[src/rtl/core/sced_pkg.sv]
// Package for the combined Sobel edge filter: item types, register map and
// sizing constants. It depends on nothing; every module of the block imports it.
`timescale 1ns / 1ps

package sced_pkg;

  // Default for the longest image row that the line memory can hold.
  localparam int MaxWidthDef = 1024;

  // Configuration register map.
  localparam int          PaddrW        = 3;
  localparam int          PdataW        = 32;
  localparam logic        RegLineWidth  = 1'b0;
  localparam int          LineWidthW    = 11;
  localparam logic [10:0] LineWidthRst  = 11'd640;
  localparam logic [10:0] MinWidth      = 11'd3;

  // Row counter saturates once two full rows lie above the current one.
  localparam logic [1:0] RowFull = 2'd2;

  // Depth of the result queue in front of the output port.
  localparam int OutDepth = 3;

  // One input item.
  typedef struct packed {
    logic [7:0] gray_pixel;
    logic       frame_start;
  } sced_pix_t;

  // One result item.
  typedef struct packed {
    logic [7:0] edge_value;
    logic       window_inside;
  } sced_res_t;

  // One word of the line memory: the two stored rows at one column.
  typedef struct packed {
    logic [7:0] upper;
    logic [7:0] middle;
  } sced_line_t;

  // An item handed from the column control to the gradient stage.
  typedef struct packed {
    logic       valid;
    logic [7:0] pixel;
    logic       in_frame;
    logic       stored;
    logic       fwd;
  } sced_issue_t;

endpackage

[src/rtl/core/sced_grad.sv]
// Gradient stage of the edge filter: merges line memory data with forwarded
// writes, holds the window registers and forms the saturated edge value.
// Depends on sced_pkg.
`timescale 1ns / 1ps

module sced_grad import sced_pkg::*; (
  input  logic        clk_i,
  input  logic        rst_ni,
  input  sced_issue_t issue_i,
  input  sced_line_t  rd_data_i,
  output logic        we_o,
  output sced_line_t  wdata_o,
  output logic        push_o,
  output sced_res_t   res_o
);

  logic [7:0]  top, mid;
  logic [7:0]  fwd_top_q, fwd_mid_q;
  // Top c-1, top c-2, middle c-1, middle c-2, bottom c-1.
  logic [7:0]  top1_q, top2_q, mid1_q, mid2_q, bot1_q;
  logic [10:0] sum;
  logic [10:0] mag_abs;
  logic [7:0]  mag;

  // Column data: forwarded from the previous item, read, or never written.
  always_comb begin
    if (issue_i.fwd) begin
      top = fwd_top_q;
      mid = fwd_mid_q;
    end else if (issue_i.stored) begin
      top = rd_data_i.upper;
      mid = rd_data_i.middle;
    end else begin
      top = '0;
      mid = '0;
    end
  end

  // Combined gradient: TL + TC + CL - BC - CR - BR, in two's complement.
  always_comb begin
    sum = 11'(top2_q) + 11'(top1_q) + 11'(mid2_q)
        - 11'(bot1_q) - 11'(mid) - 11'(issue_i.pixel);
    mag_abs = sum[10] ? 11'(-sum) : sum;
    // Twice the magnitude, saturated to the 8-bit range.
    mag = (|mag_abs[10:7]) ? 8'hFF : {mag_abs[6:0], 1'b0};
  end

  // Window shift and forwarding copies of this item's write.
  always_ff @(posedge clk_i or negedge rst_ni) begin
    if (!rst_ni) begin
      top1_q    <= '0;
      top2_q    <= '0;
      mid1_q    <= '0;
      mid2_q    <= '0;
      bot1_q    <= '0;
      fwd_top_q <= '0;
      fwd_mid_q <= '0;
    end else if (issue_i.valid) begin
      top2_q    <= top1_q;
      top1_q    <= top;
      mid2_q    <= mid1_q;
      mid1_q    <= mid;
      bot1_q    <= issue_i.pixel;
      fwd_top_q <= mid;
      fwd_mid_q <= issue_i.pixel;
    end
  end

  assign we_o           = issue_i.valid;
  assign wdata_o.upper  = mid;
  assign wdata_o.middle = issue_i.pixel;

  assign push_o              = issue_i.valid;
  assign res_o.edge_value    = issue_i.in_frame ? mag : 8'd0;
  assign res_o.window_inside = issue_i.in_frame;

endmodule

[config.mk]
export PLATFORM = sky130hd
export DESIGN_NAME = sced_grad
export DESIGN_NICKNAME = d
export VERILOG_FILES = /design/src/rtl/core/sced_pkg.sv /design/src/rtl/core/sced_grad.sv
export SDC_FILE = /design/constraint.sdc
export NUM_CORES = 1
export LEC_CHECK = 0
export ABC_CLOCK_PERIOD_IN_PS = 14400
export BUFFER_PORTS_ARGS = -buffer_cell sky130_fd_sc_hd__clkbuf_2
export CAP_MARGIN = 25
export CORE_ASPECT_RATIO = 0.8
export CORE_MARGIN = 10
export CORE_UTILIZATION = 48
export CTS_CLUSTER_DIAMETER = 100
export DETAILED_ROUTE_END_ITERATION = 8
export GPL_TIMING_DRIVEN = 0
export PLACE_DENSITY = 0.7
export SETUP_SLACK_MARGIN = 0.3
export SYNTH_ARGS = -nofsm -noshare
export SYNTH_HDL_FRONTEND = slang
export SYNTH_SLANG_ARGS = --single-unit
export TNS_END_PERCENT = 50
[constraint.sdc]
create_clock -name clk_i -period 14.4 [get_ports clk_i]
set_input_delay 4.32 -clock clk_i [delete_from_list [all_inputs] [get_ports clk_i]]
set_output_delay 4.32 -clock clk_i [all_outputs]
set_load 0.01 [all_outputs]
======== Yosys cells after proc, flatten, opt, wreduce, memory -nomap -nowiden ========
Cells that the tools add are included.
operators by class
  $add $sub $neg .......................... 6
  mux-type cells .......................... 7
  reductions and logical operators ........ 1
operators by type and width
  kind              count
  $mux W8           6
  $sub A11 B8 Y11   2
  $mux W11          1
  $neg A11 Y11      1
  $sub A10 B8 Y11   1
  $add A9 B8 Y10    1
  $add A8 B8 Y9     1
  $reduce_or A4 Y1  1
word-level totals
  register bits after elaboration ......... 40
  input port bits ......................... 30
  output and inout bits ................... 27
  word-level logic and storage cells ...... 19

======== Logic depth before layout (Yosys ltp) ========
  word-level depth ........................ 10
  gate-level depth with buffers ........... 17
  mapped depth without buffers ............ 16

======== Worst setup path before layout ========
OpenSTA, ideal clock, no wires.
  kind .................................... input to output
  from .................................... in issue_i[0] (netlist bit)
  to ...................................... out res_o[2] (netlist bit)
  arrival time ............................ 9.044 ns
  required time ........................... 10.080 ns
  setup slack ............................. 1.036 ns
  cell stages on the path ................. 16
  path through ............................ clkbuf_1 -> nor2b_1 -> clkbuf_1 -> a22oi_1 -> fa_1 -> fa_1 -> inv_1 -> fa_1 -> inv_1 -> fa_1 -> a211oi_2 -> o21ba_2 -> o221ai_1 -> o41a_1 -> o31ai_4 -> o211ai_1
RTL lines
  item         RTL line         RTL
  from (decl)  sced_grad.sv:9   input sced_issue_t issue_i,
  to (decl)    sced_grad.sv:14  output sced_res_t res_o

==> impl.org <==
** Outcome
- The flow ran to the end, and the final reports show no timing, DRC or antenna violations.

** Timing
- RSZ-0062 raised after global routing :: no
- In this run the tightest slew margin relative to its limit is slightly above 60%.
- Clock Skew :: 5.47 ps
- Transition time at the pin with the least slew margin :: 583 ps
- Setup violations remaining at the end of the flow were counted as 0.
- Pins over their slew limit :: 0
- Of the available clock period, the critical path in the final layout requires 95.5%.
- The clock period could shrink to 13750 ps.
- The final count of hold timing violations was 0.
- Maximum frequency from static timing analysis :: roughly 73 MHz

** Place
- Input and output buffers added on the ports amount to 53.
- # placed instances :: 498
- RePlAce Congestion :: a little over 0.8
- Detailed-placement wirelength estimate :: roughly 6500 um

** Routing
- Detailed-router iteration count before antenna repair :: 4
- After detailed routing, the average wire length per cell comes to ~16 um.
- Count of vias placed by the detailed router :: 2731
- The detailed router finished its first iteration with between 100 and 150 violations.
- Total routed wirelength :: roughly 8000 um
- Number of remaining DRC errors :: 0
- In the routed layout, each cell is associated on average with a via count of roughly 5.4.
- Post-route antenna net violation count :: 0

** Finish
- Area Overhead vs Synth :: 16.2%
- The repair_antennas step left the layout with diodes totalling 0.
- In the final layout, the multi-input gates occupy 2010 um2.
- FF/Latch Area :: 1000 um2
- After filler insertion, the fill cell instance count of the layout stands at 611.
- In the layout the commonest cells are sky130_fd_sc_hd__inv_1 (74), sky130_fd_sc_hd__clkbuf_2 (55), sky130_fd_sc_hd__dfrtp_1 (40).
- Net count of the finished layout :: between 400 and 500
- The finished layout holds ~500 standard cells, fillers aside.
- Of the cells placed in the final design, the portion with a size suffix greater than 1 is 24.9%.
- Commonest non-fill, non-tap cell in the layout :: sky130_fd_sc_hd__inv_1

** Worst setup path
- At the worst endpoint, the required time is 10080 ps.
- Type of element capturing the critical path :: output pin
- Type of the worst setup path :: in -> out
- Reg2reg end :: mid1_q[7]
- The worst register-to-register path has a setup slack of between 10000 and 15000 ps.
- Max Fanout on Critical Path :: 10
- Worst setup SP type :: input port
- The worst register-to-register path has a depth of 2.
- WP data arrival :: between 9000 and 10000 ps
- The worst register-to-register path begins at bot1_q[7].

** Floorplan
- Die height :: roughly 95 um
- Once the floorplan was initialized, standard cells occupied roughly half of the core.
- The floorplan step defined a core boundary enclosing 6890 um2.
- Pin placement for this block handled between 50 and 60 I/O pins.
- Standard-cell rows :: 27
- Full die area :: between 10000 and 15000 um2
- Die width :: 114 um

** Logic synthesis
- Averaged over all synthesized cells, the footprint is 9.53 um2.
- Sequential cells were found to cover between 20% and 30% of the synthesized design area.
- Synth unique cells :: a little under 50
- Ranked by total cell area, the synthesized netlist is headed by sky130_fd_sc_hd__dfrtp_1 (29%), sky130_fd_sc_hd__fa_1 (19%), sky130_fd_sc_hd__inv_1 (8.2%).
- Nets in the synthesized netlist :: between 400 and 500
- Post-synth EDFFs :: 0
- Flip-flop and latch count after synthesis :: 40
- After synthesis the cells add up to 3400 um2.
- The most used flip-flop cell after synthesis is sky130_fd_sc_hd__dfrtp_1.
- In the synthesized netlist the async set-or-reset flop fraction comes to 100%.
- Summed over its instances, the top area cell type makes up between 20% and 30% of the synthesized netlist area.
- The cell count after synthesis came out at roughly 360.
- Count of yosys warnings during synthesis :: 0
- sky130_fd_sc_hd__dfrtp_1 takes more of the synthesized area than any other cell.

** CTS
- In this run the clock root is driven by a sky130_fd_sc_hd__clkbuf_8.
- Number of buffers between clock root and the deepest sink :: 2
- At the later pin of the worst-skew pair, clock insertion delay measures a little under 300 ps.
- TritonCTS created 5 clock buffers.
- TritonCTS clock tree :: done
- Hold repair after CTS inserted 0 buffers.
- For this design, the sink count on the clock tree is 40.
- CTS built an H-tree with a depth of 2.
- Clock transition time at the flip-flop clock pins of the worst setup and hold paths :: 80 ps

** Min path
- The path with the worst hold slack has its endpoint at top2_q[2].
- Worst min-delay path category :: reg -> reg
- Hold depth :: 2
- Min-Delay Startpoint :: top1_q[2]

** Global route
- Entering global routing, the biggest net connects 25 pins.
- Leftover overflow at the end of global routing :: 0
- Number of global-route vias before repair :: ~2800
- Overall fraction of global-route tracks in use :: between 15 and 20%
- The initial antenna violation count came to 0.
- The first global-routing pass estimated 13400 um of wire.

** Flow run
- Max_cap viols :: 0
-- worst max-delay path, cell delays in order --
cell	delay, ps
sky130_fd_sc_hd__clkbuf_2	260
sky130_fd_sc_hd__nor2b_4	90
sky130_fd_sc_hd__clkbuf_4	220
sky130_fd_sc_hd__a22oi_1	330
sky130_fd_sc_hd__fa_1	500
sky130_fd_sc_hd__fa_1	560
sky130_fd_sc_hd__inv_1	70
sky130_fd_sc_hd__fa_1	530
sky130_fd_sc_hd__inv_1	70
sky130_fd_sc_hd__fa_1	540
sky130_fd_sc_hd__nor3b_1	290
sky130_fd_sc_hd__and2_1	260
sky130_fd_sc_hd__o221ai_1	190
sky130_fd_sc_hd__o41a_1	480
sky130_fd_sc_hd__o31ai_4	410
sky130_fd_sc_hd__o211ai_1	130
sky130_fd_sc_hd__clkbuf_2	160
-- Yosys cell counts (all sizes together) (9+ instances only) --
library cell / count
inv: 74
a22oi: 13
nand2: 18
o211ai: 9
mux2: 19
clkbuf: 9
ha: 12
o21ai: 19
nor2: 19
fa: 32
buf: 13
a21oi: 21
dfrtp: 40
-- area by class of cell --
type                       instances  share of cell area, %
timing repair buffer              56                   7.59
multi-input combinational        221                   50.9
clock inverter                     1                  0.759
buffer                            22                   3.29
sequential                        40                   25.3
clock buffer                       7                   2.44
tap                               87                   2.75
inverter                          74                   7.02
-- kinds of logic after synthesis --
kind of cell / count (synthesis) / synth area share (%)
buffers and inverters: 96 / 11.8
multiplexers: 20 / 6.58
AO/OA/AOI/OAI: 97 / 20.1
XOR/XNOR: 4 / 1.03
flip-flops: 40 / 29.4
adder cells (fa/ha/maj): 44 / 23.2
AND/OR/NAND/NOR: 56 / 7.87
-- repair_timing --
item / CTS / global route
endpoints found under the setup margin: 8 / 8
gates resized for setup: 3 / 6
setup buffers: 0 / 2
-- state kept, by name, indices dropped and copies added, names as in the netlist --
name and flops:
top1_q 8, top2_q 8, mid2_q 8, mid1_q 8, bot1_q 8
-- worst max-delay path by stage --
stage,start,end,depth (start not counted)
5_1_grt,issue_i[0],res_o[2],17
3_3_place_gp,issue_i[0],res_o[5],17
6_report,issue_i[0],res_o[4],17
2_1_floorplan,issue_i[0],res_o[2],16
4_1_cts,issue_i[0],res_o[4],17
3_5_place_dp,issue_i[0],res_o[4],17
-- routing by layer --
metal  up-vias  global-route usage (%)  share of wire, %  wire length (um)
met5         -                       0                 0                 0
met4         0                    2.71              0.58                46
met3         6                    3.45               6.0               478
met2        65                    25.6                49              3930
met1      1338                    20.0                44              3540
li1       1322                       -                 -                 -
-- through the flow --
step / setup TNS [ps] / cell area, um2 / setup WS, ps / utilization (%) / hold slack [ps]
6_report: 0 / 3960 / 648 / 57.4 / 511
5_1_grt: 0 / 3960 / 369 / 57.4 / 543
4_1_cts: 0 / 3930 / 331 / 57.0 / 508
3_5_place_dp: -1600 / 3800 / -210 / 55.1 / 491
3_3_place_gp: -184 / 3780 / -28.2 / 54.8 / 486
2_1_floorplan: 0 / 3400 / 1040 / - / 472
Power is not shown: default switching activity piles up to over one toggle a cycle in this logic, so the estimate is an artifact.
