<file path="config.mk">
export PLATFORM = sky130hd
export DESIGN_NAME = sced_ctrl
export DESIGN_NICKNAME = d
export VERILOG_FILES = /design/src/rtl/core/sced_pkg.sv /design/src/rtl/core/sced_ctrl.sv
export SDC_FILE = /design/constraint.sdc
export NUM_CORES = 1
export LEC_CHECK = 0
export ABC_AREA = 1
export BUFFER_PORTS_ARGS = -buffer_cell sky130_fd_sc_hd__clkbuf_2
export CAP_MARGIN = 20
export CORE_MARGIN = 1.5
export CORE_UTILIZATION = 40
export CTS_CLUSTER_DIAMETER = 60
export DETAILED_ROUTE_END_ITERATION = 6
export GPL_ROUTABILITY_DRIVEN = 0
export HOLD_SLACK_MARGIN = 0.06
export PLACE_DENSITY = 0.6
export SLEW_MARGIN = 10
export SYNTH_ARGS = -nofsm -noshare
export SYNTH_HDL_FRONTEND = slang
export SYNTH_SLANG_ARGS = --single-unit
</file>
<file path="constraint.sdc">
create_clock -name clk_i -period 10.5 [get_ports clk_i]
set_input_delay 2.1 -clock clk_i [delete_from_list [all_inputs] [get_ports clk_i]]
set_output_delay 2.1 -clock clk_i [all_outputs]
set_load 0.02 [all_outputs]
</file>
<file path="src/rtl/core/sced_pkg.sv">
// Package for the combined Sobel edge filter: item types, register map and
// sizing constants. It depends on nothing; every module of the block imports it.
`timescale 1ns / 1ps

package sced_pkg;

  // Default for the longest image row that the line memory can hold.
  localparam int MaxWidthDef = 1024;

  // Configuration register map.
  localparam int          PaddrW        = 3;
  localparam int          PdataW        = 32;
  localparam logic        RegLineWidth  = 1'b0;
  localparam int          LineWidthW    = 11;
  localparam logic [10:0] LineWidthRst  = 11'd640;
  localparam logic [10:0] MinWidth      = 11'd3;

  // Row counter saturates once two full rows lie above the current one.
  localparam logic [1:0] RowFull = 2'd2;

  // Depth of the result queue in front of the output port.
  localparam int OutDepth = 3;

  // One input item.
  typedef struct packed {
    logic [7:0] gray_pixel;
    logic       frame_start;
  } sced_pix_t;

  // One result item.
  typedef struct packed {
    logic [7:0] edge_value;
    logic       window_inside;
  } sced_res_t;

  // One word of the line memory: the two stored rows at one column.
  typedef struct packed {
    logic [7:0] upper;
    logic [7:0] middle;
  } sced_line_t;

  // An item handed from the column control to the gradient stage.
  typedef struct packed {
    logic       valid;
    logic [7:0] pixel;
    logic       in_frame;
    logic       stored;
    logic       fwd;
  } sced_issue_t;

endpackage

</file>
<file path="src/rtl/core/sced_ctrl.sv">
// Column and row control of the edge filter: tracks the raster position,
// issues line memory reads and flags forwarding and unwritten entries.
// Depends on sced_pkg.
`timescale 1ns / 1ps

module sced_ctrl import sced_pkg::*; #(
  parameter int MAX_WIDTH = MaxWidthDef
) (
  input  logic                         clk_i,
  input  logic                         rst_ni,
  input  logic                         in_valid_i,
  input  logic                         in_stall_i,
  input  sced_pix_t                    in_item_i,
  input  logic [LineWidthW-1:0]        line_width_i,
  output logic                         rd_en_o,
  output logic [$clog2(MAX_WIDTH)-1:0] rd_addr_o,
  output logic [$clog2(MAX_WIDTH)-1:0] wr_addr_o,
  output sced_issue_t                  issue_o
);

  localparam int ColW = $clog2(MAX_WIDTH);
  localparam int CntW = $clog2(MAX_WIDTH + 1);
  localparam int CmpW = (CntW > LineWidthW) ? CntW : LineWidthW;

  logic            accept;
  logic [CmpW-1:0] lw_ext;
  logic [CmpW-1:0] w_use;
  logic [ColW-1:0] col_start;
  logic [1:0]      row_start;
  logic [ColW-1:0] col;
  logic [1:0]      row;
  logic [CmpW-1:0] nxt;
  logic [ColW-1:0] col_q, col_d;
  logic [1:0]      row_q, row_d;
  logic [CntW-1:0] fill_q, fill_d;
  logic [ColW-1:0] last_col_q;
  logic            last_acc_q;
  sced_issue_t     issue_q, issue_d;

  assign accept = in_valid_i && !in_stall_i;

  // Row width in use, kept between MinWidth and the line memory size.
  always_comb begin
    lw_ext = CmpW'(line_width_i);
    if (lw_ext < CmpW'(MinWidth)) begin
      w_use = CmpW'(MinWidth);
    end else if (lw_ext > CmpW'(MAX_WIDTH)) begin
      w_use = CmpW'(MAX_WIDTH);
    end else begin
      w_use = lw_ext;
    end
  end

  // Position of the incoming pixel and of the one after it.
  always_comb begin
    col_start = in_item_i.frame_start ? '0 : col_q;
    row_start = in_item_i.frame_start ? '0 : row_q;
    col       = col_start;
    row       = row_start;
    // A row cut short by a lower width is taken as complete.
    if (CmpW'(col_start) >= w_use) begin
      col = '0;
      row = (row_start == RowFull) ? RowFull : row_start + 2'd1;
    end
    nxt   = CmpW'(col) + CmpW'(1);
    col_d = nxt[ColW-1:0];
    row_d = row;
    if (nxt >= w_use) begin
      col_d = '0;
      row_d = (row == RowFull) ? RowFull : row + 2'd1;
    end
  end

  // Entries are written in column order from reset, so those below the
  // fill mark are exactly the ones ever written.
  assign fill_d = (CntW'(col) == fill_q) ? fill_q + CntW'(1) : fill_q;

  // Item handed to the gradient stage.
  always_comb begin
    issue_d.valid    = accept;
    issue_d.pixel    = in_item_i.gray_pixel;
    issue_d.in_frame = (row == RowFull) && (col >= ColW'(2));
    issue_d.stored   = CntW'(col) < fill_q;
    // The previous item writes this same column at this edge.
    issue_d.fwd      = last_acc_q && (last_col_q == col);
  end

  // Position and fill state.
  always_ff @(posedge clk_i or negedge rst_ni) begin
    if (!rst_ni) begin
      col_q      <= '0;
      row_q      <= '0;
      fill_q     <= '0;
      last_col_q <= '0;
      last_acc_q <= 1'b0;
      issue_q    <= '0;
    end else begin
      last_acc_q <= accept;
      issue_q    <= issue_d;
      if (accept) begin
        col_q      <= col_d;
        row_q      <= row_d;
        fill_q     <= fill_d;
        last_col_q <= col;
      end
    end
  end

  assign rd_en_o   = accept;
  assign rd_addr_o = col;
  assign wr_addr_o = last_col_q;
  assign issue_o   = issue_q;

endmodule

</file>
---- Word-level counts from Yosys, hierarchy flattened ----
Cells that the tools add are included.
word-level totals
  register bits ........................... 45
  output and inout bits ................... 33
  logic and storage cells ................. 38
operators by class
  $add $sub $neg .......................... 4
  $lt $le $gt $ge ......................... 6
  equal/unequal tests ..................... 4
  mux-type cells .......................... 10
  reduce and logical (&&, ||, !) cells .... 5
operators by type and width
  operator               number
  $mux 10                3
  $mux 11                2
  $add 10x1->11 const B  1
  $add 11x1->11 const B  1
  $eq 10x11->1           1
  $ge 10x11->1           1
  $ge 11x11->1           1
  $gt 11x11->1 const B   1
  $lt 10x11->1           1
  $lt 11x2->1 const B    1
  $eq 10x10->1           1
  $ge 10x2->1 const B    1
  $mux 2                 5
  $add 2x1->2 const B    2
  $eq 2x2->1 const B     2
  $logic_and 1x1->1      3
  $reduce_and 2->1       1
  $logic_not 1->1        1

---- Logic depth before layout (Yosys ltp) ----
Gate-level depths: netlist of run 1.
  depth after elaboration ................. 8
  mapped depth ............................ 32
  mapped depth without buffers ............ 31

---- Least setup slack after synthesis of run 1 ----
No wires, ideal clock.
  kind .................................... in2out
  start ................................... input line_width_i[3]
  end ..................................... output rd_addr_o[1]
  arrival time ............................ 4.438 ns
  required time ........................... 8.400 ns
  slack ................................... 3.962 ns
  cell stages on the path ................. 15
  path through ............................ nor4_1 > nand2_1 > o31ai_1 > a21boi_0 > ha_1 > nand2_1 > nor2_1 > nor2_1 > nor2_1 > nor2_2 > nand2_2 > inv_2 > buf_6 > nand2_2 > inv_1
between the ends
  cells in the longest elaborated chain, start to end .. 5
ends and longest elaborated chain
  element         line             RTL
  from (decl)     sced_ctrl.sv:14  input logic [LineWidthW-1:0] line_width_i,
  $gt 11x11->1    sced_ctrl.sv:47  end else if (lw_ext > CmpW'(MAX_WIDTH)) begin
  $mux 11         sced_ctrl.sv:47
  $mux 11 *       sced_ctrl.sv:45  if (lw_ext < CmpW'(MinWidth)) begin
  $ge 10x11->1 *  sced_ctrl.sv:61  if (CmpW'(col_start) >= w_use) begin
  $mux 10 *       sced_ctrl.sv:61
  to (decl)       sced_ctrl.sv:16  output logic [$clog2(MAX_WIDTH)-1:0] rd_addr_o,
Every way passes the cells marked *; elsewhere a longest branch is shown, timed or not.

---- Worst setup path in the final report of run 1 ----
  start ................................... input line_width_i[2]
  end ..................................... output rd_addr_o[8]
The elaborated chain is that of the path after synthesis.

==> results by group, run 1 <==
Run status
  – Status: finished, final reports clean

Detailed routing
  – 1st-iter DRT viols: 156
  – Vias: 2,972
  – DRC errors left: 0
  – Routed WL per cell: 14.1 um
  – Routed Antenna Nets: 0
  – WL final: 8.26 mm
  – Via density: 5.09
  – Iteration count of the initial detailed-routing pass: 5

STA
  – Worst slew pin tran: 0.777 ns
  – Final Max Slew Viols: 0
  – Final hold violations: 0
  – Setup TNS: 0 ns
  – Max Fclk: 130 MHz
  – Crit share post-route: 73.0%
  – RSZ-0062 raised after global routing: no
  – Period minus WS final: 7.67 ns
  – Relative slew slack: 47.8%
  – Clock Skew: 0.0126 ns
  – Final setup vio count: 0
  – Setup ws final: 2.83 ns

Cells and area
  – # fillers: 818
  – Layout cell share with drive strength beyond 1: 16.8%
  – Area Growth Syn to Fin: 15.0%
  – N_diodes: 0
  – Reg area: 1130 um^2
  – Nets: 542
  – Multi-input combinational cell area: 1780 um^2
  – Final instance area: 3700 um^2

Floorplan
  – Initial Utilization: 41.4%
  – Row count: 32
  – Core area: 7770 um^2
  – Die X: 92.6 um
  – Die H: 92.6 um
  – Io pins: 57
  – Die ar.: 8580 um^2

Logic synthesis
  – Post-Synthesis Cells: 424
  – Syn_nets: 485
  – Post-synth top area share: 35.0%
  – Post-synth cell types: 34
  – Area contributors post-synth: dfrtp_1, ha_1, nand2_1
  – Seq/Total Area, Yosys: 35.0%
  – Synth area leader: dfrtp_1
  – Post-synth EDFFs: 0
  – Synthesized area per cell: 7.58 um^2
  – Yosys reg bits: 45
  – Yosys warnings: 0
  – Ys async rst share: 100%
  – Synthesized cell area: 3210 um^2
  – Primary FF master, synth: dfrtp_1

Critical path
  – CP Capture Point: rd_addr_o[8]
  – Reg2reg end: col_q[4]
  – Worst r2r src: col_q[5]
  – Worst path required time: 8.40 ns
  – CP Class: primary input to output pin
  – Worst Reg2Reg Path Length in Cells: 28
  – Crit path from: line_width_i[2]
  – FF-to-FF setup slack: 5.47 ns
  – CP endpoint kind: output pin
  – Critical Path Start Type: primary input
  – CP Data Arrival Time: 5.57 ns
  – Worst Path Max Fanout: 13

CTS
  – CTS H-tree lvls: 2
  – Post-CTS resize count: 0
  – Clock transition at the registers of the reported paths: 0.08 ns
  – Cts bufs inserted: 5
  – CTS root buffer: clkbuf_8
  – CTS max path bufs: 2
  – Setup bufs post-CTS: 0
  – Clk_lat worst skew: 0.30 ns
  – Clock sinks: 45
  – CTS tree: yes
  – CTS Hold Bufs: 0

Run
  – Max-Cap Viols: 0

Global route
  – Pin count of the biggest net entering global routing: 46
  – Initial antenna violation count: 0
  – Total grt overflow: 0
  – First-pass GRT wire length: 13.3 mm
  – GRT Resource Usage Total: 19.8%
  – Number of global-route vias before repair: 2,823

Place
  – Placed Area: 3580 um^2
  – # port buffers: 56
  – Hpwl dp: 6.42 mm
  – Dpl ws: 2.84 ns

Power and ir drop
  – Pwr/cell area: 110 nW/um^2
  – Maximum VDD drop: 0.0000740 V
  – Total power: 0.407 mW
  – Leakage: 2.06 nW

Hold path
  – Worst Hold Class: flop to flop
-- cell families after synthesis --
group / count (synthesis) / synth area share, %
and+or+nand+nor: 204 / 28.5
AOI/OAI and AO/OA: 49 / 8.72
adders and majority gates: 37 / 14.4
buffers and inverters: 75 / 9.50
DFF: 45 / 35.0
xor gates and xnor gates: 14 / 3.81
-- routing by layer --
layer / global-route usage (%) / vias to the layer above / part of all wire, %
met5: 0 / - / 0
met4: 5.81 / 0 / 2.1
met3: 2.79 / 15 / 4.8
met2: 32.0 / 96 / 45
met1: 27.3 / 1367 / 48
li1: - / 1494 / -
-- placed cells by master, fill, tap and decap left out, types with 3 or more instances in the layout --
cell type | synthesis | final
clkbuf_8 | 0 | 6
xor2_1 | 14 | 14
a21oi_1 | 13 | 13
nand4_1 | 16 | 16
nor3_1 | 4 | 4
nand2_1 | 108 | 108
ha_1 | 37 | 37
inv_2 | 5 | 5
nor4_1 | 7 | 7
dfrtp_1 | 45 | 45
o22ai_1 | 3 | 3
nor2_1 | 34 | 34
clkbuf_2 | 0 | 56
o21a_1 | 3 | 3
nand3_1 | 22 | 22
nor2_2 | 5 | 5
inv_1 | 62 | 62
o21ai_0 | 20 | 20
-- critical path, stage by stage --
cell      delay [ns]
clkbuf_2        0.11
nor4_1          0.26
nand2_1         0.08
o31ai_1         0.61
nand2_1         0.25
ha_1            0.38
nand2_1         0.07
nand2_1         0.06
a21boi_2        0.11
nand2_1         0.07
nor2_2          0.43
nand2_2         0.17
inv_2           0.23
nand2_1         0.23
inv_1           0.20
clkbuf_2        0.20
-- per-stage QoR --
step	utilization, %	instances	hold WS (ns)
final	47.6	584	0.473
after global routing	47.6	584	0.477
after CTS	47.6	584	0.473
after detailed placement	46.1	576	0.457
after global placement	46.1	576	0.456
after floorplan	-	424	0.442
-- power by group --
part           total [mW]  switching (mW)  internal [mW]  leakage (nW)
Clock               0.135          0.0574         0.0776        0.0585
Combinational      0.0862          0.0567         0.0295          1.43
Sequential          0.186         0.00428          0.182         0.571
-- flip-flops by register name, indices dropped and copies added, names as in the netlist --
register and flops:
fill_q 11, row_q 2, col_q 10, issue_o 12, wr_addr_o 10
-- area by class of cell --
cell class                      instances  share of cell area, %
Timing Repair Buffer                   57                   7.79
Clock buffer                            7                   2.34
Inverter                               68                   6.91
Multi-Input combinational cell        304                   48.2
Tap cell                              102                   3.45
Clock inverter                          1                  0.812
Sequential cell                        45                   30.5
-- Yosys cell counts (4+ instances only) --
cell type  count
o21ai_0       20
nand4_1       16
nor2_2         5
nand3_1       22
inv_1         62
dfrtp_1       45
nor4_1         7
a21oi_1       13
ha_1          37
nor3_1         4
nand2_1      108
xor2_1        14
nor2_1        34
inv_2          5
-- worst min-delay path by stage --
stage | cells after the start | startpoint | slack, ns | endpoint
after floorplan | 1 | fill_q[2] | 0.44 | fill_q[2]
after global placement | 1 | fill_q[2] | 0.46 | fill_q[2]
after detailed placement | 1 | fill_q[2] | 0.46 | fill_q[2]
after CTS | 1 | fill_q[2] | 0.47 | fill_q[2]
after global routing | 1 | fill_q[2] | 0.48 | fill_q[2]
final | 1 | fill_q[2] | 0.47 | fill_q[2]
Power figures use the tool's default switching activity.
==> run 2: changes to the inputs <==
--- a/config.mk
+++ b/config.mk
@@ -5,7 +5,7 @@
 export SDC_FILE = /design/constraint.sdc
 export NUM_CORES = 1
 export LEC_CHECK = 0
-export ABC_AREA = 1
+export ABC_AREA = 0
 export BUFFER_PORTS_ARGS = -buffer_cell sky130_fd_sc_hd__clkbuf_2
 export CAP_MARGIN = 20
 export CORE_MARGIN = 1.5
==> constraint.sdc (replaced) <==
create_clock -name clk_i -period 7.1 [get_ports clk_i]
set_input_delay 1.42 -clock clk_i [delete_from_list [all_inputs] [get_ports clk_i]]
set_output_delay 1.42 -clock clk_i [all_outputs]
set_load 0.02 [all_outputs]
==> run 2 against run 1 <==
  * Sequential power rose by 59%
  * Clock power grew 19%
  * Core utilization down 0.42 points
  * Routed wire length is 1.3% lower
  * Worst setup slack got worse by 2.1 ns
  * Count of clock-buffer cells in the layout decreased by 2
  * Register-to-register slack got worse by 3.7 ns
  * Die area shrank 1.4%
  * Via count down 7.4%
  * Largest power group unchanged
==> results by group, run 2 <==
Run status
  – Status: finished, final reports clean

Logic synthesis
  – Post-synth top area share: 35.5% (+0.51 points)
  – Top-count cell post-synth: dfrtp_1
  – Post-synth cell types: 53 (+56%)
  – Synthesized area per cell: 8.87 um^2 (+17%)
  – Ys async rst share: 100% (unchanged)
  – Yosys warnings: 0 (unchanged)
  – Post-synth EDFFs: 0 (unchanged)
  – Post-synth top cells: dfrtp_1, ha_1, nand2_1
  – Post-Synthesis Cells: 357 (-16%)
  – Syn_nets: 418 (-14%)
  – Synthesized cell area: 3170 um^2 (-1.4%)
  – Area contributors post-synth: dfrtp_1, ha_1, nand2_1
  – Primary FF master, synth: dfrtp_1
  – Synth area leader: dfrtp_1
  – Yosys reg bits: 45 (unchanged)
  – Seq/Total Area, Yosys: 35.5% (+0.51 points)

Power and ir drop
  – Logic gate share of total power: 29.3% (+8.1 points)
  – P_int: 0.413 mW (+43%)
  – Leakage: 1.79 nW (-13%)
  – Switch share: 36.0% (+6.9 points)
  – Clock share of power: 25.0% (-8.2 points)
  – Sequential Power Share: 45.7% (about the same)
  – Pwr/cell area: 178 nW/um^2 (+61%)
  – Net switching power: 0.232 mW (+96%)
  – Maximum VDD drop: 0.0000962 V (+30%)

Cells and area
  – Finished Layout Cells: 512 (-12%)
  – Layout cell share with drive strength beyond 1: 18.8% (+2.0 points)
  – Final instance area: 3630 um^2 (-1.9%)
  – Most frequent cells in the layout: clkbuf_2, dfrtp_1, ha_1, nand2_1, inv_1
  – Largest register FFs: 12 (unchanged)
  – N_diodes: 0 (unchanged)
  – Reg area: 1130 um^2 (unchanged)
  – Nets: 470 (-13%)
  – Most common cell after layout, fill and taps aside: clkbuf_2
  – Area Growth Syn to Fin: 14.5%
  – # fillers: 778 (-4.9%)
  – Multi-input combinational cell area: 1850 um^2 (+4.0%)

STA
  – Max Fclk: 157 MHz
  – Clock Skew: 0.00382 ns (-0.00874 ns)
  – Final hold violations: 0 (unchanged)
  – Relative slew slack: 50.1% (+2.3 points)
  – Final setup vio count: 0 (unchanged)
  – Crit share post-route: 89.4%
  – Setup TNS: 0 ns (unchanged)
  – Period minus WS final: 6.35 ns
  – RSZ-0062 raised after global routing: no
  – Final Max Slew Viols: 0 (unchanged)
  – Worst slew pin tran: 0.749 ns (-0.0289 ns)

Critical path
  – Worst path required time: 7.29 ns (-1.11 ns)
  – Worst Path Max Fanout: 11 (-2)
  – CP Data Arrival Time: 6.54 ns (+0.97 ns)
  – CP max stage cell: nor2_1
  – CP most frequent cell: nor2_1
  – CP Class: primary input to flop
  – Critical Path Start Type: primary input
  – Worst Reg2Reg Path Length in Cells: 19 (-32%)
  – FF-to-FF setup slack: 1.73 ns (-3.74 ns)
  – CP endpoint kind: flop
  – Sequence of cells on the critical path: clkbuf_2 -> nor4_1 -> a21oi_1 -> nor2_1 -> ha_1 -> nand2b_1 -> a31oi_1 -> o211ai_1 -> and2_1 -> nor2_1 -> ha_1 -> nand3_1 -> nor3_1 -> nand3_1 -> xor2_1 -> nor2_1 -> ha_1 -> o21ai_0 -> a21oi_1 -> nor2_1 -> nor2_1 -> nor2_1 -> a221o_1
  – CP peak stage delay: 0.58 ns (-0.03 ns)

Floorplan
  – Core area: 7690 um^2 (-1.0%)
  – Die X: 92.0 um (-0.70%)
  – Io pins: 57 (unchanged)
  – Initial Utilization: 41.2% (-0.17 points)
  – Die H: 92.0 um (-0.70%)
  – Die ar.: 8460 um^2 (-1.4%)
  – Row count: 32 (unchanged)

CTS
  – Setup bufs post-CTS: 0 (unchanged)
  – Clock sinks: 45 (unchanged)
  – Cts bufs inserted: 5 (unchanged)
  – CTS tree: yes
  – Clock transition at the registers of the reported paths: 0.09 ns (about the same)
  – CTS root buffer: clkbuf_8
  – CTS max path bufs: 2 (unchanged)
  – Post-CTS resize count: 0 (unchanged)
  – Clk_lat worst skew: 0.30 ns (about the same)
  – CTS H-tree lvls: 2 (unchanged)
  – CTS Hold Bufs: 0 (unchanged)

Hold path
  – Hold path cells: 2 (+1)
  – Worst Hold Class: flop to flop

Global route
  – Pin count of the biggest net entering global routing: 46 (unchanged)
  – Number of global-route vias before repair: 2,761 (-2.2%)
  – First-pass GRT wire length: 13.6 mm (+2.1%)
  – GRT Resource Usage Total: 20.5% (+0.70 points)
  – Total grt overflow: 0 (unchanged)
  – Initial antenna violation count: 0 (unchanged)

Detailed routing
  – Vias: 2,753 (-7.4%)
  – 1st-iter DRT viols: 211 (+35%)
  – Top Layer Used: met4
  – Routed wl met3: 370 um (-6.6%)
  – Routed Antenna Nets: 0 (unchanged)
  – Routed WL per cell: 15.9 um (+13%)
  – Via density: 5.38 (+5.7%)
  – Met2 routed WL: 3.92 mm (+4.7%)
  – Iteration count of the initial detailed-routing pass: 4 (-1)
  – WL final: 8.16 mm (-1.3%)
  – Wl on met1: 3.77 mm (-4.4%)
  – DRC errors left: 0 (unchanged)

Place
  – Placed Cells: 504 (-13%)
  – # port buffers: 56 (unchanged)
  – Hpwl dp: 6.43 mm (+0.22%)
  – Placed Area: 3530 um^2 (-1.3%)

Run
  – Max-Cap Viols: 0 (unchanged)
[run 2: final cells by class]
class / instances / area share [%]
multi-input combinational: 265 / 51.1
clock buffer: 5 / 1.90
clock inverter: 3 / 0.621
timing repair buffer: 59 / 8.35
inverter: 33 / 3.42
tap: 102 / 3.52
sequential: 45 / 31.1
[run 2: path summary, 6_finish.rpt]
path,endpoint,start
setup / recovery,col_q[8],line_width_i[9]
hold / removal,fill_q[10],fill_q[10]
setup reg to reg,col_q[8],col_q[9]
hold reg to reg,fill_q[10],fill_q[10]
max in group asynchronous,col_q[3],rst_ni
min in group asynchronous,fill_q[8],rst_ni
[run 2: per-stage QoR]
stage	util (%)	hold slack, ns	setup slack [ns]	power (mW)
after floorplan	-	0.435	0.935	0.425
after global placement	46.0	0.464	0.666	0.485
after detailed placement	46.0	0.468	0.485	0.487
after CTS	47.2	0.492	0.766	0.649
after global routing	47.2	0.531	0.112	0.684
final	47.2	0.493	0.750	0.644
[run 2: critical path: cells and delay by family]
family                     cells  cell delay [ns]
and+or+nand+nor               12             2.81
AOI/OAI and AO/OA              6             1.15
adders and majority gates      3             0.87
xor gates and xnor gates       1             0.18
buffers and inverters          1             0.09
[run 2: layer usage]
layer  GRT usage, %  vias up
li1               -     1378
met1           27.4     1294
met2           34.3       70
met3           3.48       11
met4           5.13        0
met5              0        -
[run 2: logic make-up (layout without fill, tap and decap cells)]
logic type / after synthesis / in the layout / share of synthesized area [%]
adder cells (fa/ha/maj): 37 / 37 / 14.6
multiplexers: 4 / 4 / 1.38
buffers and inverters: 47 / 100 / 5.92
AND/OR/NAND/NOR: 128 / 128 / 20.7
XOR/XNOR: 15 / 15 / 4.15
flip-flops: 45 / 45 / 35.5
AO/OA/AOI/OAI: 81 / 81 / 17.7
[run 2: power groups by stage]
stage                     sequential (mW)  combinational, mW  clock (mW)
after floorplan                     0.302              0.123           0
after global placement              0.299              0.186           0
after detailed placement            0.299              0.188           0
after CTS                           0.294              0.189       0.166
after global routing                0.297              0.213       0.174
final                               0.295              0.189       0.161
