$ cat src/rtl/core/sced_pkg.sv
// Package for the combined Sobel edge filter: item types, register map and
// sizing constants. It depends on nothing; every module of the block imports it.
`timescale 1ns / 1ps

package sced_pkg;

  // Default for the longest image row that the line memory can hold.
  localparam int MaxWidthDef = 1024;

  // Configuration register map.
  localparam int          PaddrW        = 3;
  localparam int          PdataW        = 32;
  localparam logic        RegLineWidth  = 1'b0;
  localparam int          LineWidthW    = 11;
  localparam logic [10:0] LineWidthRst  = 11'd640;
  localparam logic [10:0] MinWidth      = 11'd3;

  // Row counter saturates once two full rows lie above the current one.
  localparam logic [1:0] RowFull = 2'd2;

  // Depth of the result queue in front of the output port.
  localparam int OutDepth = 3;

  // One input item.
  typedef struct packed {
    logic [7:0] gray_pixel;
    logic       frame_start;
  } sced_pix_t;

  // One result item.
  typedef struct packed {
    logic [7:0] edge_value;
    logic       window_inside;
  } sced_res_t;

  // One word of the line memory: the two stored rows at one column.
  typedef struct packed {
    logic [7:0] upper;
    logic [7:0] middle;
  } sced_line_t;

  // An item handed from the column control to the gradient stage.
  typedef struct packed {
    logic       valid;
    logic [7:0] pixel;
    logic       in_frame;
    logic       stored;
    logic       fwd;
  } sced_issue_t;

endpackage

$ cat src/rtl/core/sced_out_fifo.sv
// Result queue of the edge filter: a short queue between the gradient stage
// and the output port, with a full flag built from registers only.
// Depends on sced_pkg.
`timescale 1ns / 1ps

module sced_out_fifo import sced_pkg::*; (
  input  logic      clk_i,
  input  logic      rst_ni,
  input  logic      push_i,
  input  sced_res_t push_item_i,
  input  logic      inflight_i,
  output logic      full_o,
  output logic      out_valid_o,
  input  logic      out_stall_i,
  output sced_res_t out_item_o
);

  localparam int PtrW = $clog2(OutDepth);
  localparam int CntW = $clog2(OutDepth + 1);

  sced_res_t       entry_q [OutDepth];
  logic [PtrW-1:0] head_q, tail_q;
  logic [CntW-1:0] count_q;
  logic            pop;

  assign pop = (count_q != '0) && !out_stall_i;

  // Entry storage.
  always_ff @(posedge clk_i) begin
    if (push_i) begin
      entry_q[tail_q] <= push_item_i;
    end
  end

  // Pointers and occupancy.
  always_ff @(posedge clk_i or negedge rst_ni) begin
    if (!rst_ni) begin
      head_q  <= '0;
      tail_q  <= '0;
      count_q <= '0;
    end else begin
      if (push_i) begin
        tail_q <= (tail_q == PtrW'(OutDepth - 1)) ? '0 : tail_q + PtrW'(1);
      end
      if (pop) begin
        head_q <= (head_q == PtrW'(OutDepth - 1)) ? '0 : head_q + PtrW'(1);
      end
      count_q <= count_q + CntW'(push_i) - CntW'(pop);
    end
  end

  // Room for the item in flight and one more accepted this cycle.
  assign full_o = (count_q == CntW'(OutDepth))
               || (inflight_i && (count_q == CntW'(OutDepth - 1)));

  assign out_valid_o = count_q != '0;
  assign out_item_o  = entry_q[head_q];

endmodule
$ cat config.mk
export PLATFORM = sky130hd
export DESIGN_NAME = sced_out_fifo
export DESIGN_NICKNAME = d
export VERILOG_FILES = /design/src/rtl/core/sced_pkg.sv /design/src/rtl/core/sced_out_fifo.sv
export SDC_FILE = /design/constraint.sdc
export NUM_CORES = 1
export LEC_CHECK = 0
export BUFFER_PORTS_ARGS = -buffer_cell sky130_fd_sc_hd__buf_2
export CORE_MARGIN = 5
export CORE_UTILIZATION = 50
export DETAILED_ROUTE_END_ITERATION = 12
export PLACE_DENSITY_LB_ADDON = 0.3
export SLEW_MARGIN = 15
export SYNTH_ARGS = -nofsm -noshare
export SYNTH_HDL_FRONTEND = slang
export SYNTH_SLANG_ARGS = --single-unit
$ cat constraint.sdc
create_clock -name clk_i -period 2.2 [get_ports clk_i]
set_input_delay 0.66 -clock clk_i [delete_from_list [all_inputs] [get_ports clk_i]]
set_output_delay 0.66 -clock clk_i [all_outputs]
set_load 0.05 [all_outputs]
Word level (Yosys, flattened, before mapping)
Memory sizes are Yosys's and may differ from the RTL's.
Index checks and enable logic that the tools add are counted.
{"block": "classes", "add_sub_neg": 4, "n_eq_ne": 4, "n_mux": 4, "reduce_logical": 5}
{"op": "2-bit equality test, second input constant", "count": 4}
{"op": "2-bit by 1-bit adder with 2-bit output, second input constant", "count": 2}
{"op": "2-bit two-way mux", "count": 2}
{"op": "2-bit by 1-bit adder with 2-bit output", "count": 1}
{"op": "1-bit logical AND", "count": 2}
{"op": "1-bit two-way mux", "count": 2}
{"op": "2-bit nonzero test", "count": 1}
{"op": "2-bit by 1-bit subtractor with 2-bit output", "count": 1}
{"op": "1-bit zero test", "count": 1}
{"op": "1-bit logical OR", "count": 1}
{"block": "word_totals", "ff_bits": 6, "ram_bits": 27, "inputBits": 14, "wordCells": 21, "memories": 1}
{"memory": "entry_q", "words": 3, "width": 9, "read_ports": 1, "rd_ports_with_merged_regs": 0, "write_ports": 1, "line": "sced_out_fifo.sv:21", "rtl": "sced_res_t entry_q [OutDepth];"}

Depth between registers and ports, before layout
Gate-level depths: netlist of the first run.
{"block": "depth", "ltp_word": 3, "mapped_depth": 6, "mapped_depth_nobuf": 6}

Worst setup path before layout of the first run
Ideal clock, no wire load.
{"block": "synth_timing", "kind": "reg2out", "from": "register head_q[0]", "to": "output out_item_o[0] (netlist name)", "arrival_ns": 1.389, "slack_ns": 0.151, "path_stages_with_launch": 4, "n_path_buf": 1, "cell_sequence": "dfrtp_1 buf_4 mux2i_1 o21ai_1"}
{"element": "start, declared", "line": "sced_out_fifo.sv:22", "rtl": "logic [PtrW-1:0] head_q, tail_q;"}
{"element": "start signal, assigned", "line": "sced_out_fifo.sv:46", "rtl": "head_q <= (head_q == PtrW'(OutDepth - 1)) ? '0 : head_q + PtrW'(1);"}
{"element": "end, declared", "line": "sced_out_fifo.sv:15", "rtl": "output sced_res_t out_item_o"}

==> results.json, run 1 <==
{
  "outcome": "finished, final reports clean",
  "cp_max_fo": 12,
  "seq_area_frac_synth_pct": 73.0,
  "synth_compound_area_share_pct": 5.80,
  "place_area_mm2": 0.00148,
  "crit_path_end_kind": "primary output",
  "wl_um": 2030,
  "cts.clk_slew.worst_paths_ns": 0.10,
  "clkPwrFrac_pct": 23.2,
  "via_count": 721,
  "grt_max_degree": 22,
  "synth_top_family_by_area": "multiplexers",
  "swShare_pct": 38.6,
  "critPathArrivalTime_ns": 1.45,
  "vias_per_cell": 4.97,
  "core_area_mm2": 0.00250,
  "hold_class": "input port to async pin",
  "finalSetupViolCount": 0,
  "synth_area_leaders": "edfxtp_1 62%, dfrtp_1 11%, mux2i_1 7.6%",
  "post_cts_buffers": 0,
  "synth_xor_area_share_pct": 1.33,
  "hold_violations": 0,
  "row_count": 18,
  "r2r_cells": 6,
  "pin_count": 25,
  "ys_types": 19,
  "place_congestion": 0.715,
  "antenna_cells": 0,
  "die-width_um": 61.3,
  "reg2reg_from": "count_q[1]",
  "cts_sinks": 33,
  "clock.fmax_mhz": 474,
  "pwr_density_cell_mw_per_mm2": 1480,
  "cts_root_buf": "clkbuf_4",
  "initial_core_util_pct": 52.7,
  "fin_crit_ns": 2.11,
  "maxCapViolCount": 0,
  "cts_tree": "yes",
  "final_cell_count_no_fill": 145,
  "grt_pass1_vias": 740,
  "cts_max_level": 2,
  "power_frac_comb_pct": 36.6,
  "synth_area_mm2": 0.00132,
  "critical_path.max_stage_delay_ns": 0.57,
  "ir_drop_uv": 972,
  "antenna_left": 0,
  "hold_slack_ns": 0.134,
  "path_cells": "mux2i_1 > o21ai_1 > buf_2",
  "ys_ff_latch": 33,
  "area_growth_pct": 20.5,
  "clock_skew_ns": 0.00498,
  "dr.pass1.iters": 4,
  "cp-startpoint": "head_q[0]",
  "clkLatencyLatePin_ns": 0.33,
  "synthMuxAreaShare_pct": 9.89,
  "cp-start-kind": "flip-flop",
  "cpMaxStageDelayCell": "dfrtp_2",
  "rrSetupSlack_ns": 0.66,
  "die-area_mm2": 0.00376,
  "tightest_slew_ns": 0.351,
  "worstReg2RegEnd": "count_q[1]",
  "postSynthAreaPerCell_um2": 15.9,
  "clk_path_buf_depth": 2,
  "crit_type": "flip-flop to primary output",
  "synth_cells": 83,
  "critPathRequiredTime_ns": 1.54,
  "pwr-share-seq_pct": 40.2,
  "drt_iter0_markers": 21,
  "p_int_mw": 1.44,
  "final_nets": 130,
  "yosys.area.top_type": "edfxtp_1",
  "drive_above_1_share_pct": 35.7,
  "dp_hpwl_um": 1380,
  "yosys.area_share.simple_pct": 5.89,
  "slew_violations": 0,
  "relSlewSlack_pct": 76.6,
  "synth_fa_ha_area_share_pct": 1.90,
  "port_buffers": 24,
  "antenna_found_initial": 0,
  "cts_inserted_buffers": 5,
  "grt_usage_pct": 12.6,
  "routedWlPerCell_um": 14.0,
  "design_area_mm2": 0.00159,
  "rsz0062_at_grt": "true",
  "min_period_over_period_pct": 95.8,
  "p_sw_mw": 0.909,
  "drc": 0,
  "synth_nets": 99,
  "yosys_warnings": 0,
  "overflow": 0,
  "die_y_um": 61.3,
  "grt_pass1_wl_um": 3150,
  "placedCellCount": 137,
  "synth.top_cell.area_share_pct": 61.6,
  "p_leak_nw": 0.646
}
## placed cells by master, fill, tap and decap left out
| cell | Yosys | layout |
|---|---|---|
| mux2_4 | 2 | 2 |
| buf_2 | 2 | 23 |
| dfrtp_2 | 0 | 2 |
| dfrtp_1 | 6 | 4 |
| a21o_1 | 1 | 1 |
| clkbuf_4 | 0 | 6 |
| o21ba_4 | 1 | 1 |
| edfxtp_1 | 27 | 27 |
| nand2_1 | 10 | 10 |
| nor3b_1 | 1 | 1 |
| o21ai_1 | 9 | 9 |
| buf_4 | 1 | 3 |
| o21a_1 | 1 | 1 |
| nor3b_2 | 1 | 1 |
| nor2b_1 | 1 | 1 |
| xnor2_1 | 2 | 2 |
| ha_1 | 2 | 2 |
| or2_1 | 1 | 1 |
| nor2_1 | 2 | 2 |
| mux2i_1 | 10 | 10 |
| inv_1 | 3 | 3 |
| clkinv_2 | 0 | 1 |
| bufinv_16 | 0 | 2 |
## power groups by stage
stage / sequential, mW / combinational [mW] / clock (mW)
2_1_floorplan: 0.865 / 0.780 / 0
3_3_place_gp: 0.951 / 0.853 / 0
3_5_place_dp: 0.961 / 0.866 / 0
6_report: 0.946 / 0.862 / 0.546
4_1_cts: 0.951 / 0.869 / 0.561
5_1_grt: 0.969 / 0.926 / 0.598
## through the flow
stage	total power, mW	util [%]	TNS [ns]	setup slack [ns]
finish	2.35	63.5	0	0.0913
detailed placement	1.83	59.2	0	0.259
floorplan	1.65	-	0	0.151
global placement	1.80	59.2	0	0.276
global route	2.49	63.5	-0.00324	-0.00324
CTS	2.38	63.4	0	0.0638
## registers in the layout, indices dropped and copies added, names as in the netlist
signal / count
count_q: 2
entry_q: 27
tail_q: 2
head_q: 2
## critical path: cells and delay by family, from the launching register on
family	cells	cell delay [ns]
AO/OA/AOI/OAI	1	0.08
buffers and inverters	1	0.22
flip-flops	1	0.57
multiplexers	1	0.25
## layer usage
metal | routed length, um | vias to the layer above | GRT usage (%)
met5 | 0 | - | 0
li1 | - | 365 | -
met3 | 110 | 5 | 4.40
met2 | 1070 | 22 | 23.0
met4 | 44 | 0 | 6.50
met1 | 802 | 329 | 12.6
## worst max path at each step
stage                     slack, ns  depth (start not counted)       endpoint
after floorplan                0.15                          3  out_item_o[0]
after global placement         0.28                          3  out_item_o[2]
after detailed placement       0.26                          3  out_item_o[2]
after CTS                      0.06                          3  out_item_o[8]
after global routing         -0.003                          3  out_item_o[8]
final                          0.09                          3  out_item_o[8]
## cells in the mapped netlist
library cell   n
edfxtp_1      27
a21o_1         1
buf_2          2
buf_4          1
nor2b_1        1
inv_1          3
o21ba_4        1
nor3b_2        1
or2_1          1
xnor2_1        2
nor3b_1        1
nor2_1         2
mux2_4         2
o21a_1         1
o21ai_1        9
dfrtp_1        6
ha_1           2
nand2_1       10
mux2i_1       10
## cell type report
cell class / instances / area [um^2]
clock buffer: 5 / 37.5
clock inverter: 3 / 65.1
fill: 208 / 913
inverter: 3 / 11.3
multi-input combinational: 44 / 327
sequential: 33 / 963
tap: 30 / 37.5
timing repair buffer: 27 / 145
## logic make-up after synthesis
logic type                 count (synthesis)
buffers and inverters                      6
xor gates and xnor gates                   2
and+or+nand+nor                           16
muxes                                     12
adders and majority gates                  2
DFF                                       33
AOI/OAI and AO/OA                         12
## repair_timing
item	CTS	global route
endpoints found under the setup margin	9	2
resized for setup	2	1
endpoints found under the hold margin	0	0
hold buffers	0	0
Power figures use the tool's default switching activity.
==> inputs of run 2 (changes only) <==
--- a/config.mk
+++ b/config.mk
@@ -10,6 +10,7 @@
 export CORE_UTILIZATION = 50
 export DETAILED_ROUTE_END_ITERATION = 12
 export PLACE_DENSITY_LB_ADDON = 0.3
+export REMOVE_ABC_BUFFERS = 1
 export SLEW_MARGIN = 15
 export SYNTH_ARGS = -nofsm -noshare
 export SYNTH_HDL_FRONTEND = slang
==> run 2 against run 1 <==
- worst hold slack better by 0.012 ns
- die area unchanged
- via count grew 1.4%
- sequential share of layout area grew 1.9 points
- fmax up 0.47%
- register-to-register slack about the same
- first-iteration DRC count shrank 62%
- routed wire length is 5.3% higher
- non-clock buffer count up 1
- total power decreased by 10%
- worst setup slack better by 0.010 ns
- largest power group unchanged
==> results.json, run 2 (same netlist as run 1, synthesis figures left out) <==
{
  "final_cell_count_no_fill": 146,
  "pin_count": 25,
  "clock_skew_ns": 0.0109,
  "worstReg2RegEnd": "count_q[1]",
  "rrSetupSlack_ns": 0.65,
  "critPathRequiredTime_ns": 1.54,
  "r2r_cells": 6,
  "antenna_found_initial": 0,
  "final_cell_mix": "27 x edfxtp_1, 24 x buf_2, 10 x mux2i_1, 10 x nand2_1, 9 x o21ai_1",
  "clkPwrFrac_pct": 14.6,
  "dp_hpwl_um": 1490,
  "p_leak_nw": 0.625,
  "cts_sinks": 33,
  "p_sw_mw": 0.901,
  "cts_inserted_buffers": 5,
  "setup-tns-final_ns": 0,
  "clock.fmax_mhz": 476,
  "die-width_um": 61.3,
  "grt_pass1_wl_um": 3490,
  "cp-start-kind": "flip-flop",
  "tightest_slew_ns": 0.351,
  "p_int_mw": 1.22,
  "placedCellCount": 138,
  "area_growth_pct": 16.9,
  "pwr-share-seq_pct": 44.6,
  "antenna_cells": 0,
  "grt_usage_pct": 13.4,
  "slew_violations": 0,
  "cts_root_buf": "clkbuf_4",
  "regMostFlops": "entry_q",
  "drive_above_1_share_pct": 34.5,
  "grt_pass1_vias": 744,
  "via_count": 731,
  "vias_per_cell": 5.01,
  "cts_hold_buf": 0,
  "crit_type": "flip-flop to primary output",
  "ir_drop_uv": 794,
  "swShare_pct": 42.6,
  "outcome": "finished, final reports clean",
  "dr.pass1.iters": 4,
  "finalSetupViolCount": 0,
  "relSlewSlack_pct": 76.5,
  "utilization_pct": 61.6,
  "clkLatencyLatePin_ns": 0.32,
  "cp_max_fo": 12,
  "drt_iter0_markers": 8,
  "die-area_mm2": 0.00376,
  "maxCapViolCount": 0,
  "die_y_um": 61.3,
  "largest_reg_flops": 27,
  "hold_class": "input port to async pin",
  "cts_max_level": 2,
  "clk_path_buf_depth": 2,
  "routedWlPerCell_um": 14.6,
  "final_common_cell": "edfxtp_1",
  "cts_tree": "yes",
  "rsz0062_at_grt": "false",
  "critPathArrivalTime_ns": 1.44,
  "overflow": 0,
  "row_count": 18,
  "place_congestion": 0.677,
  "port_buffers": 24,
  "drc": 0,
  "reg2reg_from": "count_q[1]",
  "crit_path_end_kind": "primary output",
  "hold_violations": 0,
  "fin_crit_ns": 2.10,
  "initial_core_util_pct": 52.7,
  "cts.clk_slew.worst_paths_ns": 0.09,
  "power_frac_comb_pct": 40.8,
  "min_period_over_period_pct": 95.4,
  "final_nets": 131,
  "pwr_density_cell_mw_per_mm2": 1380,
  "antenna_left": 0,
  "wl_um": 2130,
  "grt_max_degree": 22,
  "power_mw": 2.12,
  "core_area_mm2": 0.00250
}
==> run 2: area by class of cell <==
class,instances,area (um^2)
fill,188,961
multi-input combinational,44,327
timing repair buffer,28,150
clock buffer,7,45.0
sequential,33,963
tap,30,37.5
clock inverter,1,5.00
inverter,3,11.3
==> run 2: per-stage QoR <==
| stage | setup slack [ns] | area (um^2) | hold slack (ns) |
|---|---|---|---|
| after CTS | 0.0771 | 1540 | 0.136 |
| after floorplan | 0.0925 | 1300 | 0.364 |
| after global placement | 0.284 | 1490 | 0.490 |
| after global routing | 0.000785 | 1540 | 0.142 |
| final | 0.101 | 1540 | 0.147 |
| after detailed placement | 0.265 | 1490 | 0.495 |
==> run 2: worst max-delay path: stages (launching register included) <==
cell and delay, ns:
dfrtp_2 0.53, mux2i_1 0.16, o21ai_1 0.14, buf_2 0.28
==> run 2: worst max path at each step <==
stage | depth (start not counted) | startpoint | to | slack [ns]
after floorplan | 2 | head_q[0] | out_item_o[0] | 0.09
after global placement | 3 | head_q[0] | out_item_o[2] | 0.28
after detailed placement | 3 | head_q[0] | out_item_o[5] | 0.27
after CTS | 3 | head_q[0] | out_item_o[2] | 0.08
after global routing | 3 | head_q[0] | out_item_o[2] | 0.0008
final | 3 | head_q[0] | out_item_o[5] | 0.10
==> run 2: metal layers <==
metal | vias to the layer above | part of all wire, % | global-route usage [%]
met5 | - | 0 | 0
li1 | 365 | - | -
met1 | 341 | 42 | 16.5
met2 | 19 | 48 | 20.7
met4 | 0 | 1.9 | 5.57
met3 | 6 | 7.8 | 6.08
==> run 2: power by group through the flow <==
stage,Combinational (mW),Clock (mW),Sequential [mW]
final,0.864,0.310,0.945
after global routing,0.924,0.354,0.966
after CTS,0.876,0.322,0.948
after detailed placement,0.876,0,0.958
after global placement,0.856,0,0.949
after floorplan,0.698,0,0.921
==> run 2: timing repair <==
action                                  4_1_cts  5_1_grt
gates resized for setup                       2        0
buffers inserted                              0        0
endpoints found under the setup margin        9        0
==> inputs of run 3 (changes only) <==
--- a/config.mk
+++ b/config.mk
@@ -5,13 +5,15 @@
 export SDC_FILE = /design/constraint.sdc
 export NUM_CORES = 1
 export LEC_CHECK = 0
+export ABC_AREA = 1
 export BUFFER_PORTS_ARGS = -buffer_cell sky130_fd_sc_hd__buf_2
 export CORE_MARGIN = 5
 export CORE_UTILIZATION = 50
 export DETAILED_ROUTE_END_ITERATION = 12
+export GPL_TIMING_DRIVEN = 0
 export PLACE_DENSITY_LB_ADDON = 0.3
 export REMOVE_ABC_BUFFERS = 1
-export SLEW_MARGIN = 15
+export SLEW_MARGIN = 20
 export SYNTH_ARGS = -nofsm -noshare
 export SYNTH_HDL_FRONTEND = slang
 export SYNTH_SLANG_ARGS = --single-unit
==> run 3 against run 2 <==
- sequential share of layout area is 2.5 points lower
- sequential power decreased by 2.9%
- register-to-register slack gained 0.09 ns
- core utilization grew 2.6 points
- combinational power rose by 49%
- critical path depth grew 2
- global-route usage grew 0.47 points
- largest cell class unchanged
- highest routed layer unchanged
==> results.json, run 3 <==
{
  "hold_violations": 0,
  "yosys.area.top_type": "edfxtp_1",
  "critPathRequiredTime_ns": 1.54,
  "maxCapViolCount": 0,
  "antenna_found_initial": 0,
  "hold_class": "input port to async pin",
  "crit_type": "flip-flop to primary output",
  "cts.clk_slew.worst_paths_ns": 0.09,
  "ys_ff_latch": 33,
  "drive_above_1_share_pct": 30.2,
  "yosys_most_used_dff": "edfxtp_1",
  "synth_area_leaders": "edfxtp_1 61%, dfrtp_1 11%, nand3_1 8.7%",
  "row_count": 18,
  "pwr_density_cell_mw_per_mm2": 1570,
  "cts_max_level": 2,
  "post-synth-top-count-cell": "nand2_1",
  "seq_area_frac_synth_pct": 72.9,
  "final_nets": 164,
  "fill_cells": 205,
  "place_congestion": 0.713,
  "postSynthAreaPerCell_um2": 12.0,
  "cts_inserted_buffers": 5,
  "largest_reg_flops": 27,
  "final_common_cell": "nand2_1",
  "cts_hold_buf": 0,
  "port_buffers": 24,
  "synth_area_mm2": 0.00132,
  "antenna_cells": 0,
  "grt_pass1_vias": 841,
  "grt_pass1_wl_um": 3640,
  "synth-edff-count": 27,
  "p_leak_nw": 0.715,
  "pin_count": 25,
  "critical_path.max_stage_delay_ns": 0.50,
  "drc": 0,
  "ys_types": 13,
  "crit_path_end_kind": "primary output",
  "cp_max_fo": 10,
  "pre_cts_ws_ns": 0.226,
  "tightest_slew_ns": 0.761,
  "area_growth_pct": 21.6,
  "wl_um": 2290,
  "outcome": "finished, final reports clean",
  "utilization_pct": 64.2,
  "cpMaxStageDelayCell": "dfrtp_2",
  "routedWlPerCell_um": 12.8,
  "path_cells": "nor2_4 > buf_4 > nand2_1 > nand3_1 > clkbuf_4",
  "fin_crit_ns": 2.11,
  "grt_usage_pct": 13.9,
  "dp_hpwl_um": 1480,
  "slew_violations": 0,
  "synthArstFlopShare_pct": 18.2,
  "crit_family": "flip-flops",
  "rrSetupSlack_ns": 0.74,
  "clk_path_buf_depth": 2,
  "cp-start-kind": "flip-flop",
  "grt_max_degree": 14,
  "layout_setup_ws_ns": 0.0866,
  "die-width_um": 61.4,
  "relSlewSlack_pct": 49.0,
  "overflow": 0,
  "cts_root_buf": "clkbuf_4",
  "yosys_warnings": 0,
  "die_y_um": 61.4,
  "ir_drop_uv": 1050,
  "core_area_mm2": 0.00250,
  "synth_cells": 110,
  "critPathArrivalTime_ns": 1.45,
  "regMostFlops": "entry_q",
  "clock_skew_ns": 0.00401,
  "final_cell_mix": "29 x nand2_1, 27 x edfxtp_1, 23 x nand3_1",
  "clock.fmax_mhz": 473,
  "synth.top_cell.area_share_pct": 61.5,
  "drt_iter0_markers": 26,
  "crit_buf_inv": 2,
  "finalSetupViolCount": 0,
  "cts_tree": "yes",
  "die-area_mm2": 0.00376,
  "min_period_over_period_pct": 96.1,
  "initial_core_util_pct": 52.8,
  "dr.pass1.iters": 4,
  "via_count": 895,
  "antenna_left": 0,
  "ys_top_cells_by_count": "29 x nand2_1, 27 x edfxtp_1, 23 x nand3_1",
  "cts_sinks": 33,
  "clkLatencyLatePin_ns": 0.32,
  "hold_slack_ns": 0.151,
  "vias_per_cell": 5.00
}
run 3: repair_timing:
item,in CTS,in global routing
setup buffers,2,7
endpoints found under the setup margin,9,9
pin swaps,1,0
gates resized for setup,2,8
run 3: power breakdown:
part | internal (mW) | switching, mW
registers | 0.824 | 0.0942
clock network | 0.122 | 0.184
logic | 0.402 | 0.888
run 3: cells by family after synthesis:
logic type | share of synthesized area, %
buffers and inverters | 5.41
DFF | 72.9
AOI/OAI and AO/OA | 0.759
adders and majority gates | 1.90
and+or+nand+nor | 19.1
run 3: stage by stage:
step,setup TNS (ns),cells,cell area [um^2],total power [mW]
final,0,179,1600,2.51
after global routing,-0.0105,179,1600,2.69
after CTS,0,172,1530,2.39
after detailed placement,0,162,1460,2.04
after global placement,-0.711,162,1460,2.02
after floorplan,0,108,1300,1.76
run 3: path summary, 6_finish.rpt:
check                               startpoint       endpoint  depth (start not counted)
worst max-delay path                 head_q[1]  out_item_o[1]                          5
worst min-delay path                    rst_ni      tail_q[1]                          1
worst max register to register      count_q[1]     count_q[1]                          9
worst min register to register      count_q[1]     count_q[1]                          3
max in group asynchronous               rst_ni      head_q[0]                          1
min in group clk_i              push_item_i[5]  entry_q[2][5]                          1
run 3: per-layer routing:
layer / wire length, um / vias up / GRT usage (%) / share of wire, %
met4: 36 / 0 / 6.36 / 1.6
li1: - / 447 / - / -
met2: 1200 / 20 / 23.7 / 53
met3: 127 / 5 / 4.61 / 5.6
met5: 0 / - / 0 / 0
met1: 917 / 423 / 15.9 / 40
run 3: area by class of cell:
cell class / instances / area (um^2) / share of cell area [%]
inverter: 14 / 52.6 / 3.28
clock inverter: 2 / 10.0 / 0.624
multi-input combinational: 61 / 292 / 18.2
tap: 30 / 37.5 / 2.34
sequential: 33 / 963 / 60.1
clock buffer: 6 / 41.3 / 2.57
timing repair buffer: 33 / 208 / 12.9
